### src/hdl/hcc_pkg.sv
package hcc_pkg;

   localparam int TEMP_W  = 10;
   localparam int TIME_W  = 32;
   localparam int CSR_IDX_W = 3;
   localparam int CSR_DATA_W = 32;

   // register indexes
   localparam logic [CSR_IDX_W-1:0] CSR_MAX_TEMP   = 3'd0;
   localparam logic [CSR_IDX_W-1:0] CSR_RESET_TEMP = 3'd1;
   localparam logic [CSR_IDX_W-1:0] CSR_HOLD_MS    = 3'd2;
   localparam logic [CSR_IDX_W-1:0] CSR_BAND_LOW   = 3'd3;
   localparam logic [CSR_IDX_W-1:0] CSR_BAND_MID   = 3'd4;
   localparam logic [CSR_IDX_W-1:0] CSR_BAND_HIGH  = 3'd5;

   // register reset values
   localparam logic [TEMP_W-1:0] MAX_TEMP_RST   = 10'd200;
   localparam logic [TEMP_W-1:0] RESET_TEMP_RST = 10'd50;
   localparam logic [TIME_W-1:0] HOLD_MS_RST    = 32'd60000;
   localparam logic [TEMP_W-1:0] BAND_LOW_RST   = 10'd150;
   localparam logic [TEMP_W-1:0] BAND_MID_RST   = 10'd230;
   localparam logic [TEMP_W-1:0] BAND_HIGH_RST  = 10'd300;

   // external mode codes
   localparam logic [1:0] MODE_CODE_STANDBY  = 2'd0;
   localparam logic [1:0] MODE_CODE_WARMING  = 2'd1;
   localparam logic [1:0] MODE_CODE_FINISHED = 2'd2;

   localparam logic [1:0] LED_OFF           = 2'd0;
   localparam logic [1:0] LED_SOLID         = 2'd1;
   localparam logic [1:0] LED_BLINK_STANDBY = 2'd2;
   localparam logic [1:0] LED_BLINK_WARMING = 2'd3;

   localparam logic [2:0] COL_WHITE  = 3'd0;
   localparam logic [2:0] COL_GREEN  = 3'd1;
   localparam logic [2:0] COL_BLUE   = 3'd2;
   localparam logic [2:0] COL_PURPLE = 3'd3;
   localparam logic [2:0] COL_YELLOW = 3'd4;
   localparam logic [2:0] COL_RED    = 3'd5;

   typedef enum logic [2:0] {
      MODE_STANDBY  = 3'b001,
      MODE_WARMING  = 3'b010,
      MODE_FINISHED = 3'b100
   } mode_type;

   typedef struct packed {
      logic [TEMP_W-1:0] max_temp;
      logic [TEMP_W-1:0] reset_temp;
      logic [TIME_W-1:0] hold_ms;
      logic [TEMP_W-1:0] band_low;
      logic [TEMP_W-1:0] band_mid;
      logic [TEMP_W-1:0] band_high;
   } cfg_type;

   typedef struct packed {
      mode_type          mode;
      logic              hold_armed;
      logic [TIME_W-1:0] hold_start;
      logic              press_latched;
   } state_type;

   typedef struct packed {
      logic [TEMP_W-1:0] temp_sample;
      logic              button_press;
      logic              button_level;
      logic [TIME_W-1:0] now_ms;
   } req_type;

   typedef struct packed {
      logic       relay_on;
      logic [1:0] mode_now;
      logic [1:0] led_cmd;
      logic [2:0] led_colour;
   } rsp_type;

endpackage

### src/hdl/hcc_pass.sv
// One controller pass: button, LED, hold timer and cool-down in that order.
module hcc_pass
   import hcc_pkg::*;
(
   input  cfg_type   cfg,
   input  state_type state,
   input  req_type   item,
   output state_type state_next,
   output rsp_type   rsp
);

   mode_type          mode_btn;
   mode_type          mode_fin;
   logic              act;
   logic              latched_btn;
   logic [TIME_W-1:0] elapsed;
   logic [2:0]        band;

   always_comb begin
      if (item.temp_sample <= cfg.band_low) begin
         band = COL_BLUE;
      end else if (item.temp_sample <= cfg.band_mid) begin
         band = COL_PURPLE;
      end else if (item.temp_sample <= cfg.band_high) begin
         band = COL_YELLOW;
      end else begin
         band = COL_RED;
      end
   end

   assign elapsed = item.now_ms - state.hold_start;

   always_comb begin
      // button step
      act      = item.button_press && !state.press_latched;
      mode_btn = state.mode;
      if (act) begin
         if (state.mode == MODE_STANDBY) begin
            mode_btn = (item.temp_sample < cfg.max_temp) ? MODE_WARMING : MODE_FINISHED;
         end else begin
            mode_btn = MODE_STANDBY;
         end
      end
      latched_btn = (act || state.press_latched) && item.button_level;

      // LED from the mode after the button step
      if (item.button_level) begin
         if (!latched_btn) begin
            rsp.led_cmd    = LED_SOLID;
            rsp.led_colour = COL_WHITE;
         end else begin
            rsp.led_cmd    = LED_OFF;
            rsp.led_colour = COL_WHITE;
         end
      end else if (mode_btn == MODE_STANDBY) begin
         rsp.led_cmd    = LED_BLINK_STANDBY;
         rsp.led_colour = COL_GREEN;
      end else if (mode_btn == MODE_WARMING) begin
         rsp.led_cmd    = LED_BLINK_WARMING;
         rsp.led_colour = band;
      end else begin
         rsp.led_cmd    = LED_SOLID;
         rsp.led_colour = band;
      end

      // timer and cool-down act on the entry mode
      state_next.hold_armed    = state.hold_armed;
      state_next.hold_start    = state.hold_start;
      state_next.press_latched = latched_btn;
      mode_fin                 = mode_btn;
      if (state.mode == MODE_WARMING) begin
         if (item.temp_sample >= cfg.max_temp && !state.hold_armed) begin
            state_next.hold_armed = 1'b1;
            state_next.hold_start = item.now_ms;
         end else if (state.hold_armed && elapsed >= cfg.hold_ms) begin
            state_next.hold_armed = 1'b0;
            state_next.hold_start = '0;
            mode_fin              = MODE_FINISHED;
         end
      end else if (state.mode == MODE_FINISHED) begin
         if (item.temp_sample <= cfg.reset_temp) begin
            mode_fin = MODE_STANDBY;
         end
      end
      state_next.mode = mode_fin;

      rsp.relay_on = (state.mode == MODE_WARMING);
      unique case (mode_fin)
         MODE_STANDBY:  rsp.mode_now = MODE_CODE_STANDBY;
         MODE_WARMING:  rsp.mode_now = MODE_CODE_WARMING;
         MODE_FINISHED: rsp.mode_now = MODE_CODE_FINISHED;
         default:       rsp.mode_now = MODE_CODE_STANDBY;
      endcase
   end

endmodule

### src/hdl/heater_cycle_controller.sv
// Channel  | Direction | Handshake           | Payload
// ---------+-----------+---------------------+---------------------------------------------
// req      | in        | req_valid/req_stall | temp_sample, button_press, button_level, now_ms
// rsp      | out       | rsp_valid/rsp_stall | relay_on, mode_now, led_cmd, led_colour
// csr      | in        | csr_wr_en           | csr_index, csr_wdata
//
// One item per cycle while rsp_stall is low; items go through the input and result registers.
// The rate is set by the mode/timer state loop through hcc_pass and the state register.
// Synchronous active-high reset clears mode, timer, latch, valids and loads register defaults.
// A stalled result holds in the result register while the input register still takes an item;
// req_stall rises only when both registers hold items and rsp_stall is high.
module heater_cycle_controller
   import hcc_pkg::*;
(
   input  logic                  clock,
   input  logic                  reset,

   input  logic                  req_valid,
   output logic                  req_stall,
   input  logic [TEMP_W-1:0]     req_temp_sample,
   input  logic                  req_button_press,
   input  logic                  req_button_level,
   input  logic [TIME_W-1:0]     req_now_ms,

   output logic                  rsp_valid,
   input  logic                  rsp_stall,
   output logic                  rsp_relay_on,
   output logic [1:0]            rsp_mode_now,
   output logic [1:0]            rsp_led_cmd,
   output logic [2:0]            rsp_led_colour,

   input  logic                  csr_wr_en,
   input  logic [CSR_IDX_W-1:0]  csr_index,
   input  logic [CSR_DATA_W-1:0] csr_wdata
);

   cfg_type   cfg_ff;
   state_type state_ff;
   state_type state_in;
   req_type   item_ff;
   logic      item_valid_ff;
   rsp_type   rsp_ff;
   rsp_type   rsp_in;
   logic      rsp_valid_ff;
   logic      advance;
   logic      take;

   // Configuration registers: written by the user only while the block is idle; not enforced.
   always_ff @(posedge clock) begin
      if (reset) begin
         cfg_ff.max_temp   <= MAX_TEMP_RST;
         cfg_ff.reset_temp <= RESET_TEMP_RST;
         cfg_ff.hold_ms    <= HOLD_MS_RST;
         cfg_ff.band_low   <= BAND_LOW_RST;
         cfg_ff.band_mid   <= BAND_MID_RST;
         cfg_ff.band_high  <= BAND_HIGH_RST;
      end else if (csr_wr_en) begin
         unique case (csr_index)
            CSR_MAX_TEMP:   cfg_ff.max_temp   <= csr_wdata[TEMP_W-1:0];
            CSR_RESET_TEMP: cfg_ff.reset_temp <= csr_wdata[TEMP_W-1:0];
            CSR_HOLD_MS:    cfg_ff.hold_ms    <= csr_wdata[TIME_W-1:0];
            CSR_BAND_LOW:   cfg_ff.band_low   <= csr_wdata[TEMP_W-1:0];
            CSR_BAND_MID:   cfg_ff.band_mid   <= csr_wdata[TEMP_W-1:0];
            CSR_BAND_HIGH:  cfg_ff.band_high  <= csr_wdata[TEMP_W-1:0];
            default: ;  // drop writes beyond the register list
         endcase
      end
   end

   // Move the held item into the result register when that register is free
   // or being drained this cycle; the controller state commits on the same edge.
   assign advance   = item_valid_ff && (!rsp_valid_ff || !rsp_stall);
   assign req_stall = item_valid_ff && !advance;
   assign take      = req_valid && !req_stall;

   always_ff @(posedge clock) begin
      if (reset) begin
         item_valid_ff <= 1'b0;
      end else if (take) begin
         item_valid_ff <= 1'b1;
      end else if (advance) begin
         item_valid_ff <= 1'b0;
      end
   end

   always_ff @(posedge clock) begin
      if (take) begin
         item_ff.temp_sample  <= req_temp_sample;
         item_ff.button_press <= req_button_press;
         item_ff.button_level <= req_button_level;
         item_ff.now_ms       <= req_now_ms;
      end
   end

   hcc_pass u_pass (
      .cfg        (cfg_ff),
      .state      (state_ff),
      .item       (item_ff),
      .state_next (state_in),
      .rsp        (rsp_in)
   );

   // Controller state: advance once per item, in item order.
   always_ff @(posedge clock) begin
      if (reset) begin
         state_ff.mode          <= MODE_STANDBY;
         state_ff.hold_armed    <= 1'b0;
         state_ff.hold_start    <= '0;
         state_ff.press_latched <= 1'b0;
      end else if (advance) begin
         state_ff <= state_in;
      end
   end

   // Result register: hold while stalled.
   always_ff @(posedge clock) begin
      if (reset) begin
         rsp_valid_ff <= 1'b0;
      end else if (advance) begin
         rsp_valid_ff <= 1'b1;
      end else if (!rsp_stall) begin
         rsp_valid_ff <= 1'b0;
      end
   end

   always_ff @(posedge clock) begin
      if (advance) begin
         rsp_ff <= rsp_in;
      end
   end

   assign rsp_valid      = rsp_valid_ff;
   assign rsp_relay_on   = rsp_ff.relay_on;
   assign rsp_mode_now   = rsp_ff.mode_now;
   assign rsp_led_cmd    = rsp_ff.led_cmd;
   assign rsp_led_colour = rsp_ff.led_colour;

endmodule

### config.mk
export PLATFORM = sky130hd
export DESIGN_NAME = heater_cycle_controller
export DESIGN_NICKNAME = d
export VERILOG_FILES = /design/src/hdl/hcc_pkg.sv /design/src/hdl/hcc_pass.sv /design/src/hdl/heater_cycle_controller.sv
export SDC_FILE = /design/constraint.sdc
export NUM_CORES = 1
export LEC_CHECK = 0
export BUFFER_PORTS_ARGS = -buffer_cell sky130_fd_sc_hd__buf_4
export CORE_MARGIN = 5
export CORE_UTILIZATION = 50
export CTS_CLUSTER_DIAMETER = 50
export DETAILED_ROUTE_END_ITERATION = 10
export PLACE_DENSITY = 0.69
export SYNTH_ARGS = -nofsm -noshare
export SYNTH_HDL_FRONTEND = slang
export SYNTH_SLANG_ARGS = --single-unit
### constraint.sdc
create_clock -name clock -period 10.59 [get_ports clock]
set_clock_uncertainty 0.1 [all_clocks]
set_input_delay 1.5885 -clock clock [delete_from_list [all_inputs] [get_ports clock]]
set_output_delay 1.5885 -clock clock [all_outputs]
set_load 0.005 [all_outputs]
==> results of run 1 <==
-- layer usage --
layer  track usage, %  wire length, um
met5                0                0
met4            4.580              242
met3            4.266              953
met2            33.87            11230
met1            29.78            11790
-- layout make-up --
type                            instances  share of cell area [%]
Inverter                              125                   4.057
Sequential cell                       173                   34.45
Clock buffer                           25                   4.566
Timing Repair Buffer                  100                   6.491
Clock inverter                          7                  0.4328
Multi-Input combinational cell        828                   47.08
Tap cell                              270                   2.921
-- cells by family after synthesis --
family | share of synthesized area (%)
adder cells (fa/ha/maj) | 14.21
flip-flops | 39.47
buffers and inverters | 6.744
AO/OA/AOI/OAI | 20.58
AND/OR/NAND/NOR | 16.56
XOR/XNOR | 2.430
-- power groups by stage --
| stage | sequential (uW) | combinational [uW] | clock (uW) |
|---|---|---|---|
| 3_3_place_gp | 737 | 231 | 0 |
| 3_5_place_dp | 738 | 234 | 0 |
| 5_1_grt | 725 | 266 | 658 |
| 4_1_cts | 723 | 236 | 632 |
| 2_1_floorplan | 731 | 160 | 0 |
| 6_report | 723 | 236 | 620 |
-- cell usage after synthesis, types with 6 or more instances --
master      n  area [sq um]
nor2_1     60         225.2
nand3_1    12         60.06
ha_1      113          1414
nor3b_1     7         52.55
a21oi_1   105         525.5
a32oi_1    28         245.2
edfxtp_1   52          1562
o21a_1     10         75.07
xor2_1      6         52.55
buf_2       6         30.03
o21ai_1    31         155.2
dfxtp_1   121          2422
nand2b_1    8         50.05
a211o_1    16         140.1
a31oi_1    10         62.56
a21o_1     38         285.3
nor2b_1    16         100.1
o21ai_0    27         135.1
nand3b_1   15         112.6
xnor2_1    22         192.7
clkbuf_1   28         105.1
inv_1     125         469.2
nand4_1    17         106.4
nand2_1   204         765.7
nor3_1     14         70.07
-- registers in the layout, summed over array words and instances, names as in the netlist --
name,flops
rsp_led_colour,3
rsp_mode_now,2
state_ff,37
item_ff,44
rsp_led_cmd,2
rsp_valid,1
rsp_relay_on,1
cfg_ff,82
item_valid_ff,1
-- worst min path at each step --
| stage | startpoint | end |
|---|---|---|
| 6_report | cfg_ff[49] | cfg_ff[49] |
| 3_3_place_gp | cfg_ff[81] | cfg_ff[81] |
| 3_5_place_dp | cfg_ff[4] | cfg_ff[4] |
| 5_1_grt | cfg_ff[64] | cfg_ff[64] |
| 4_1_cts | cfg_ff[73] | cfg_ff[73] |
| 2_1_floorplan | cfg_ff[13] | cfg_ff[13] |
-- stage by stage --
step	power, uW	setup WS (ps)
2_1_floorplan	891.4	6184
3_3_place_gp	968.3	5524
3_5_place_dp	971.1	5366
4_1_cts	1591	5331
5_1_grt	1649	4932
6_report	1578	5297
-- worst max-delay path, delay by kind of cell, from the launching register on --
family | cells | cell delay (ps)
AND/OR/NAND/NOR | 4 | 1520
XOR/XNOR | 1 | 90
flip-flops | 1 | 400
adder cells (fa/ha/maj) | 2 | 680
AO/OA/AOI/OAI | 11 | 2340
==> metrics, run 1 <==
1st-iter DRT viols=444; Max VDD drop=0.1004 mV; Critical Path End=state_ff[1]; initial antenna violation count=0; CTS Buf Count=17; DP HPWL=17270 um; RSZ-0062 raised after global routing=no; Routed WL per cell=15.85 um; Synthesized Nets=1370; Die W=152.1 um; TritonCTS clock tree=built; yosys warns=0; Post-synth EDFFs=52; register bit total from synthesis=173; Netlist cell types=61; Int Power=1159 uW; die area=23130 sq um; Final Non-Filler Cells=1528; Primary FF master, synth=dfxtp_1; Final Hold Viols=0; Synth Cell Area=10090 sq um; FF+latch area=3984 sq um; Crit path required time=10770 ps; Final nets=1443; Sequential Power Share=45.8%; port bufs=93; # Post-CTS Setup Buffers=0; Worst Hold Class=flop to flop; vias=8315; CP Launch Type=flop; number of global-route vias before repair=8004; Switch Pwr=419.3 uW; antenna-violating nets left=0; f_max=188.9 MHz; reg2reg path depth=18; area growth from synthesis to layout=14.59%; Max-cap violations=0; most common cell after layout, fill and taps aside=nand2_1; Routed WL=24220 um; Worst EP arrival=5470 ps; DRC=0; post-synthesis average cell area=8.611 sq um; dpl cell area=10990 sq um; Clock transition at path regs=70 ps; switching share of power=26.56%; layout cells sized above 1=11.61%; clk_lat worst skew=430 ps; vias per cell=5.442; first-pass GRT wire length=40420 um; Final Wtd Congestion=0.8875; worst rel slew slack=39.46%; Site Rows=52; pwr/cell area=136.5 nW/um^2; gr usage total=21.14%; H-tree depth=4; fillcell total=1844; most frequent cells in the layout=nand2_1 (204), inv_1 (125), dfxtp_1 (121), ha_1 (113), a21oi_1 (105); # IOs=94; max incr delay on CP=750 ps; CTS root buf=clkbuf_16; critical path class=flop to flop; Fin Setup TNS=0 ps; Hold WS=356.2 ps; Mapped Cells=1172; total gr overflow=0; P_leak=0.004724 uW; # placed instances=1496; 1st-pass router iterations=5; clock power share=39.3%; largest net degree at the start of global routing=57; CTS Hold Bufs=0; Worst-Margin Slew=905.9 ps; Final Critical Period=5293 ps; WHS Path Cells=2; Final Instance Area=11560 sq um; reg2reg start=item_ff[6]; Core Area=20040 sq um; sequential-to-total area share from yosys stat=39.47%; Worst setup EP type=flop; PostCTS Resize Cnt=0; status=finished, final reports clean; Worst R2R End=state_ff[1]; Sink Count=173; CP Launch Point=item_ff[6]; CP Cell Sequence=ha_1 -> a21oi_1 -> o221ai_1 -> a21o_1 -> a211oi_2 -> o21ai_1 -> a311o_1 -> a21oi_1 -> xnor2_1 -> ha_1 -> nand4_1 -> or2_2 -> nor3_1 -> a2bb2oi_1 -> o211ai_2 -> o211ai_2 -> nor2_4 -> o21ai_0; CP max-delay cell=nor2_4; Worst R2R Setup Slack=5300 ps; Tcrit/Tclk final=49.99%; # setup viols final=0; area of the multi-input gates=5445 sq um; ys async rst share=0%; post-layout util=57.71%; critical path fanouts, max=35; clk buf depth=2; starting density of the core=50.36%; Die Ht=152.1 um; Slew Limit Fails=0; # diodes=0; part of the power in combinational logic=15.0%
(Power assumes the default switching activity.)
==> run 2: changes to the inputs <==
--- a/config.mk
+++ b/config.mk
@@ -10,7 +10,7 @@
 export CORE_UTILIZATION = 50
 export CTS_CLUSTER_DIAMETER = 50
 export DETAILED_ROUTE_END_ITERATION = 10
-export PLACE_DENSITY = 0.69
+export PLACE_DENSITY = 0.72
 export SYNTH_ARGS = -nofsm -noshare
 export SYNTH_HDL_FRONTEND = slang
 export SYNTH_SLANG_ARGS = --single-unit
==> constraint.sdc (replaced) <==
create_clock -name clock -period 4.5 [get_ports clock]
set_clock_uncertainty 0.1 [all_clocks]
set_input_delay 0.675 -clock clock [delete_from_list [all_inputs] [get_ports clock]]
set_output_delay 0.675 -clock clock [all_outputs]
set_load 0.005 [all_outputs]
==> run 2 against run 1 <==
Against the previous run:
- flip-flop and latch count stayed put
- hold slack got worse by 38 ps
- combinational power increased to 2.6 times the previous value
- routed wire length grew 4.4%
- non-clock buffer count grew 59
==> metrics, run 2 (synthesized netlist as in run 1, its figures left out) <==
status=finished, final reports clean (unchanged); CP max-delay cell=edfxtp_1 (was nor2_4); Die W=152.1 um (unchanged); area growth from synthesis to layout=21.65% (was 14.59%); critical path fanouts, max=5 (was 35); Tcrit/Tclk final=99.04% (was 49.99%); TritonCTS clock tree=built (unchanged); total gr overflow=0 (unchanged); number of global-route vias before repair=8485 (was 8004); 1st-iter DRT viols=616 (was 444); max incr delay on CP=430 ps (was 750 ps); DP HPWL=18130 um (was 17270 um); port bufs=93 (unchanged); Final Wtd Congestion=0.9193 (was 0.8875); Top Registers=cfg_ff (82), item_ff (44), state_ff (37) (unchanged); Slew Limit Fails=0 (unchanged); vias=8716 (was 8315); vias per cell=5.492 (was 5.442); Hold WS=317.9 ps (was 356.2 ps); Clock transition at path regs=60 ps (was 70 ps); clk_lat worst skew=430 ps (about the same); Die Ht=152.1 um (unchanged); Worst setup EP type=flop (unchanged); worst rel slew slack=10.59% (was 39.46%); Crit path required time=4700 ps (was 10770 ps); # diodes=0 (unchanged); RSZ-0062 raised after global routing=yes (was no); Worst Slack Setup Final=43.07 ps (was 5297 ps); die area=23130 sq um (unchanged); Sink Count=173 (unchanged); buffers plus inverters on the worst setup path=1 (was 0); Max VDD drop=0.2818 mV (was 0.1004 mV); CP Cell Sequence=ha_4 -> a21oi_2 -> o221ai_2 -> a21o_1 -> a211oi_2 -> nor2b_1 -> o21a_1 -> o41a_1 -> xor2_1 -> ha_1 -> a21o_1 -> a21o_1 -> a21o_1 -> a211oi_2 -> o211ai_2 -> a311oi_4 -> nor2_4 -> buf_6 -> o21ai_0 (was ha_1 -> a21oi_1 -> o221ai_1 -> a21o_1 -> a211oi_2 -> o21ai_1 -> a311o_1 -> a21oi_1 -> xnor2_1 -> ha_1 -> nand4_1 -> or2_2 -> nor3_1 -> a2bb2oi_1 -> o211ai_2 -> o211ai_2 -> nor2_4 -> o21ai_0); CTS Buf Count=17 (unchanged); # IOs=94 (unchanged); f_max=224.4 MHz (was 188.9 MHz); Tot Pwr=3954 uW (was 1578 uW); most common cell after layout, fill and taps aside=nand2_1 (unchanged); largest register by flop count=cfg_ff (unchanged); P_leak=0.005087 uW (was 0.004724 uW); CTS Hold Bufs=0 (unchanged); critical path class=flop to flop (unchanged); most frequent cells in the layout=nand2_1 (204), buf_4 (155), inv_1 (125), dfxtp_1 (121), ha_1 (109) (was nand2_1 (204), inv_1 (125), dfxtp_1 (121), ha_1 (113), a21oi_1 (105)); Worst EP arrival=4660 ps (was 5470 ps); first-pass GRT wire length=41300 um (was 40420 um); dpl ws=-55.80 ps (was 5366 ps); starting density of the core=50.36% (unchanged); fillcell total=1742 (was 1844); Worst R2R Setup Slack=40 ps (was 5300 ps); layout cells sized above 1=17.46% (was 11.61%); CTS root buf=clkbuf_16 (unchanged); pwr/cell area=322.0 nW/um^2 (was 136.5 nW/um^2); clk buf depth=2 (unchanged); Core Area=20040 sq um (unchanged); Routed WL per cell=15.93 um (was 15.85 um); Site Rows=52 (unchanged); max FFs per register=82 (unchanged); post-layout util=61.26% (was 57.71%); Worst-Margin Slew=1331 ps (was 905.9 ps); crit-path leading delay family=compound AO/OA/AOI/OAI gates (unchanged); initial antenna violation count=0 (unchanged); CP Launch Type=flop (unchanged); gr usage total=21.49% (was 21.14%); Final nets=1502 (was 1443); Final Hold Viols=0 (unchanged); Final Critical Period=4457 ps (was 5293 ps); Routed WL=25280 um (was 24220 um); DRC=0 (unchanged); # setup viols final=0 (unchanged); Worst Hold Class=input port to flop (was flop to flop); largest net degree at the start of global routing=56 (was 57); H-tree depth=4 (unchanged); 1st-pass router iterations=5 (unchanged); Max-cap violations=0 (unchanged); antenna-violating nets left=0 (unchanged); most used cell, CP=a21o_1
## run 2: cell count changes in the layout (fill, tap and decap cells not counted), sizes merged
| cell | previous run | this run |
|---|---|---|
| clkinv | 4 | 3 |
| bufinv | 0 | 5 |
| clkbuf | 25 | 21 |
| buf | 100 | 159 |
## run 2: worst reg2reg max path: cells and delay by family, from the launching register on
family          cells  cell delay (ps)
xor+xnor            1              150
simple gates        2              150
fa+ha+maj           2              580
compound gates     13             2790
buf+inv             1              140
flops               1              430
## run 2: path summary, 6_finish.rpt
check | endpoint | from | cells after the start
setup reg to reg | state_ff[2] | item_ff[6] | 19
setup / recovery | state_ff[2] | item_ff[6] | 19
hold / removal | item_ff[2] | req_now_ms[2] | 1
hold reg to reg | cfg_ff[32] | cfg_ff[32] | 2
## run 2: what timing repair did
| item | 4_1_cts | 5_1_grt |
|---|---|---|
| pin swaps | 5 | 26 |
| endpoints found under the setup margin | 36 | 38 |
| buffers inserted | 1 | 5 |
| resized for setup | 7 | 32 |
| endpoints found under the hold margin | 0 | 0 |
## run 2: per-layer routing
layer,track usage (%),up-vias,wire (um)
met5,0,-,0
met4,6.721,0,532
met3,4.551,43,1453
met2,34.76,259,11570
met1,28.98,4043,11720
li1,-,4371,-
## run 2: area by class of cell
| type | instances | area [sq um] | share of cell area [%] |
|---|---|---|---|
| inverter | 125 | 469.2 | 3.822 |
| multi-input combinational | 828 | 5612 | 45.71 |
| clock inverter | 11 | 187.7 | 1.529 |
| sequential | 173 | 3984 | 32.45 |
| tap | 270 | 337.8 | 2.752 |
| clock buffer | 21 | 460.4 | 3.751 |
| timing repair buffer | 159 | 1226 | 9.988 |
## run 2: stage by stage
step,std cells,instance area (sq um),setup TNS (ps)
finish,1587,12280,0
global route,1587,12280,-861.3
CTS,1582,12120,0
detailed placement,1549,11410,-178.0
global placement,1549,11410,-34.98
floorplan,1172,10090,0
## run 2: power breakdown
| group | switching, uW | internal [uW] | total, uW |
|---|---|---|---|
| registers | 39.2 | 1660 | 1700 |
| logic | 336 | 288 | 624 |
| clock network | 612 | 1010 | 1630 |
